**config.mk**
```make
export PLATFORM = sky130hd
export DESIGN_NAME = mfrb_median
export DESIGN_NICKNAME = d
export VERILOG_FILES = /design/src/rtl/mfrb_pkg.sv /design/src/rtl/mfrb_median.sv
export SDC_FILE = /design/constraint.sdc
export NUM_CORES = 1
export LEC_CHECK = 0
export ABC_AREA = 1
export BUFFER_PORTS_ARGS = -buffer_cell sky130_fd_sc_hd__buf_4
export CAP_MARGIN = 0
export CORE_MARGIN = 3
export CORE_UTILIZATION = 55
export DETAILED_ROUTE_END_ITERATION = 7
export PLACE_DENSITY = 0.81
export SYNTH_ARGS = -nofsm -noshare
export SYNTH_HDL_FRONTEND = slang
export SYNTH_SLANG_ARGS = --single-unit
```
**constraint.sdc**
```tcl
create_clock -name vclk -period 16.27
set_input_delay 1.627 -clock vclk [all_inputs]
set_output_delay 1.627 -clock vclk [all_outputs]
set_load 0.01 [all_outputs]
```
**src/rtl/mfrb_pkg.sv**
```systemverilog
// ----------------------------------------------------------------------------
// mfrb_pkg
// Shared types and constants of the replicate-border 3x3 median filter.
// ----------------------------------------------------------------------------
`default_nettype none

package mfrb_pkg;

    localparam int unsigned PIX_W         = 8;
    localparam int unsigned ROW_W         = 12;
    localparam int unsigned CFG_W         = 12;
    localparam int unsigned CFG_IDX_W     = 1;
    localparam int unsigned WIDTH_FIELD_W = 11;
    localparam int unsigned WINDOW        = 3;
    localparam int unsigned RING_ROWS     = WINDOW + 1;
    localparam int unsigned RING_W        = $clog2(RING_ROWS);
    localparam int unsigned MAX_WIDTH_DEF = 1024;
    localparam int unsigned MAX_HEIGHT    = 4095;
    localparam int unsigned MIN_SIZE      = 3;
    localparam int unsigned WIDTH_RESET   = 640;
    localparam int unsigned HEIGHT_RESET  = 480;

    localparam logic [CFG_IDX_W-1:0] REG_IMAGE_WIDTH  = 1'b0;
    localparam logic [CFG_IDX_W-1:0] REG_IMAGE_HEIGHT = 1'b1;

    typedef logic [PIX_W-1:0] pix_t;

    // One window column, sorted
    typedef struct packed {
        pix_t hi;
        pix_t mid;
        pix_t lo;
    } col_t;

    // Position of the output within its row
    typedef struct packed {
        logic first_col;
        logic last_col;
    } win_ctl_t;

endpackage

`default_nettype wire

```
**src/rtl/mfrb_median.sv**
```systemverilog
// ----------------------------------------------------------------------------
// mfrb_median
// Sorts the incoming window column and forms the 3x3 median from three
// sorted columns, replicating the edge column at row start and row end.
// ----------------------------------------------------------------------------
`default_nettype none

module mfrb_median (
    input  wire mfrb_pkg::pix_t     pix0,
    input  wire mfrb_pkg::pix_t     pix1,
    input  wire mfrb_pkg::pix_t     pix2,
    input  wire mfrb_pkg::col_t     col_center,
    input  wire mfrb_pkg::col_t     col_left,
    input  wire mfrb_pkg::win_ctl_t ctl,
    output mfrb_pkg::col_t          col_new,
    output mfrb_pkg::pix_t          median
);

    function automatic mfrb_pkg::pix_t max2(input mfrb_pkg::pix_t a, input mfrb_pkg::pix_t b);
        return (a > b) ? a : b;
    endfunction

    function automatic mfrb_pkg::pix_t min2(input mfrb_pkg::pix_t a, input mfrb_pkg::pix_t b);
        return (a < b) ? a : b;
    endfunction

    function automatic mfrb_pkg::pix_t med3(input mfrb_pkg::pix_t a, input mfrb_pkg::pix_t b,
                                            input mfrb_pkg::pix_t c);
        return max2(min2(a, b), min2(max2(a, b), c));
    endfunction

    mfrb_pkg::col_t col_l;
    mfrb_pkg::col_t col_r;
    mfrb_pkg::pix_t lo_max;
    mfrb_pkg::pix_t mid_med;
    mfrb_pkg::pix_t hi_min;

    always_comb
    begin
        col_new.lo  = min2(min2(pix0, pix1), pix2);
        col_new.hi  = max2(max2(pix0, pix1), pix2);
        col_new.mid = med3(pix0, pix1, pix2);
    end

    // Replicate the center column past either image edge
    assign col_l = ctl.first_col ? col_center : col_left;
    assign col_r = ctl.last_col ? col_center : col_new;

    assign lo_max  = max2(max2(col_l.lo, col_center.lo), col_r.lo);
    assign mid_med = med3(col_l.mid, col_center.mid, col_r.mid);
    assign hi_min  = min2(min2(col_l.hi, col_center.hi), col_r.hi);
    assign median  = med3(lo_max, mid_med, hi_min);

endmodule

`default_nettype wire

```
==> reports/qor.tcl <==
set qor(ys.warnings.count) 0
set qor(post_cts_hold_buffer_count) 0
set qor(start_util_pct) 56.8
set qor(grt_usage_pct) 27.7
set qor(critical_path.max_stage_delay_ns) 0.62
set qor(antenna_found_initial) 0
set qor(arrival_ns) 13.27
set qor(outcome) {finished, final reports clean}
set qor(finalMaxSlewViolations) 0
set qor(detail_route.vias_per_cell) 5.46
set qor(grt_start_max_net_pins) 41
set qor(maximum_net_fanout_on_the_critical_path) 18
set qor(yosys.area.top_type) {ha_1}
set qor(cpMaxStageDelayCell) {o31ai_2}
set qor(ys_seq_area_share_pct) 0
set qor(timing.critical_path.required_ns) 14.64
set qor(rsz_0062_raised_after_global_routing) {no}
set qor(timing_hold_violations_final) 0
set qor(hold_path.class) {primary input to primary output}
set qor(critPathKind) {primary input to primary output}
set qor(grt_pass1_wl_mm) 23.3
set qor(critical_path.most_common_cell) {nand2_1}
set qor(detailroute.via_count) 5636
set qor(final_nets) 1107
set qor(ant_nets) 0
set qor(core_region_area_um2) 8260
set qor(fin_crit_ns) 14.90
set qor(dr.first_iter.drc_count) 247
set qor(die_h_um) 98.4
set qor(vias_in_the_first_global_route) 5297
set qor(ffs_latches) 0
set qor(postCtsResizedCells) 0
set qor(core.rowCount) 33
set qor(drt_pre_antenna_iters) 5
set qor(yosys.cell_types.count) 34
set qor(highest_clock_rate_ghz) 0.0671
set qor(postCtsSetupBuffers) 0
set qor(die_width_um) 98.4
set qor(synthesis.nets) 1023
set qor(hpwl_mm) 12.1
set qor(synthTopCellsByArea) {ha_1 (27%), nand2_1 (21%), o21ai_0 (17%), inv_1 (8.0%), a21oi_1 (4.6%)}
set qor(maxSlewHeadroom_pct) 21.8
set qor(areaGrowthSynthToFinish_pct) 18.0
set qor(worstMarginPinSlew_ns) 1.17
set qor(finalWirelength_mm) 13.8
set qor(post_route_cells_drive_above_1_share_pct) 16.4
set qor(synth_cells) 846
set qor(port-buffer-count) 106
set qor(mappedNetlistArea_um2) 4690
set qor(place_congestion) 0.949
set qor(setup_tns_ns) 0
set qor(wl_per_cell_um) 13.4
set qor(post_synth.cell_area_avg_um2) 5.54
set qor(antenna_cells_inserted) 0
set qor(die_area_um2) 9670
set qor(drc_errors) 0
set qor(remaining_overflow_grt) 0
set qor(seq_area_um2) 0
set qor(period_utilisation_layout_pct) 91.6
set qor(netlist.area_leader.share_pct) 27.5
set qor(pin_count) 106
set qor(end_kind) {primary output}
set qor(max-cap-violations) 0
set qor(critical_path_source_type) {primary input}
set qor(setup_violations) 0
set qor(n_clock_buffer) 0
==> through the flow <==
stage | cell area (um^2) | worst slack [ns] | std cells | utilization (%) | hold slack (ns)
floorplan | 4690 | 2.52 | 846 | - | 3.49
global placement | 5530 | 1.88 | 1033 | 66.9 | 3.78
detailed placement | 5530 | 1.38 | 1033 | 66.9 | 3.79
CTS | 5530 | 1.32 | 1033 | 66.9 | 3.79
global route | 5530 | 0.0182 | 1033 | 67.0 | 3.83
finish | 5530 | 1.37 | 1033 | 67.0 | 3.78
==> placed cells by master, fill, tap and decap left out, drive strengths merged, types with 2 or more instances in the layout <==
cell      n
a211oi    6
a21o      2
a21oi    44
buf     106
clkinv    2
ha      103
inv     105
nand2   294
nand3    39
nand3b    2
nand4     6
nor2     29
o211ai    4
o21a      4
o21ai   175
==> worst max-delay path, delay by kind of cell <==
family / cells / cell delay, ns
compound gates: 18 / 5.03
simple gates: 29 / 3.18
fa+ha+maj: 8 / 2.51
buf+inv: 7 / 0.87
==> area by class of cell <==
class,instances,area [um^2]
Fill cell,791,2720
Inverter,107,402
Multi-Input combinational cell,715,4210
Tap cell,105,131
Timing Repair Buffer,106,796
==> Yosys cell counts <==
| master | count |
|---|---|
| nand2_1 | 266 |
| o21ai_0 | 161 |
| ha_1 | 103 |
| inv_1 | 100 |
| a21oi_1 | 43 |
| nand3_1 | 36 |
| nor2_1 | 28 |
| clkbuf_1 | 23 |
| nand2_2 | 20 |
| o21ai_1 | 11 |
| nand2_4 | 6 |
| nand4_1 | 6 |
| a211oi_1 | 5 |
| inv_2 | 5 |
| o21a_1 | 4 |
| nand3_2 | 3 |
| o211ai_1 | 3 |
| o21ai_2 | 3 |
| a21o_1 | 2 |
| clkinv_1 | 2 |
| nand2_8 | 2 |
| nand3b_1 | 2 |
| a2111oi_2 | 1 |
| a211oi_2 | 1 |
| a21oi_2 | 1 |
| and2_1 | 1 |
| buf_2 | 1 |
| nor2_2 | 1 |
| nor4_1 | 1 |
| o211ai_2 | 1 |
| o21bai_1 | 1 |
| o221ai_1 | 1 |
| o31ai_2 | 1 |
| or2_2 | 1 |
==> cell families after synthesis <==
logic type / share of synthesized area, %
compound gates: 27.4
buf+inv: 10.5
fa+ha+maj: 27.5
simple gates: 34.6
==> path summary, 6_finish.rpt <==
path | from | to | slack, ns | cells after the start
worst max-delay path | pix1[7] | median[5] | 1.37 | 62
worst min-delay path | pix2[4] | col_new[4] | 3.78 | 4
==> per-layer routing <==
metal | track usage [%] | share of wire [%]
met1 | 35.9 | 44
met3 | 2.21 | 6.4
met2 | 50.2 | 47
met5 | 0 | 0
met4 | 5.25 | 1.7
Power is left out: the tool's default activity adds up to more than one toggle a clock period on the data nets, which glitch-free logic cannot reach.
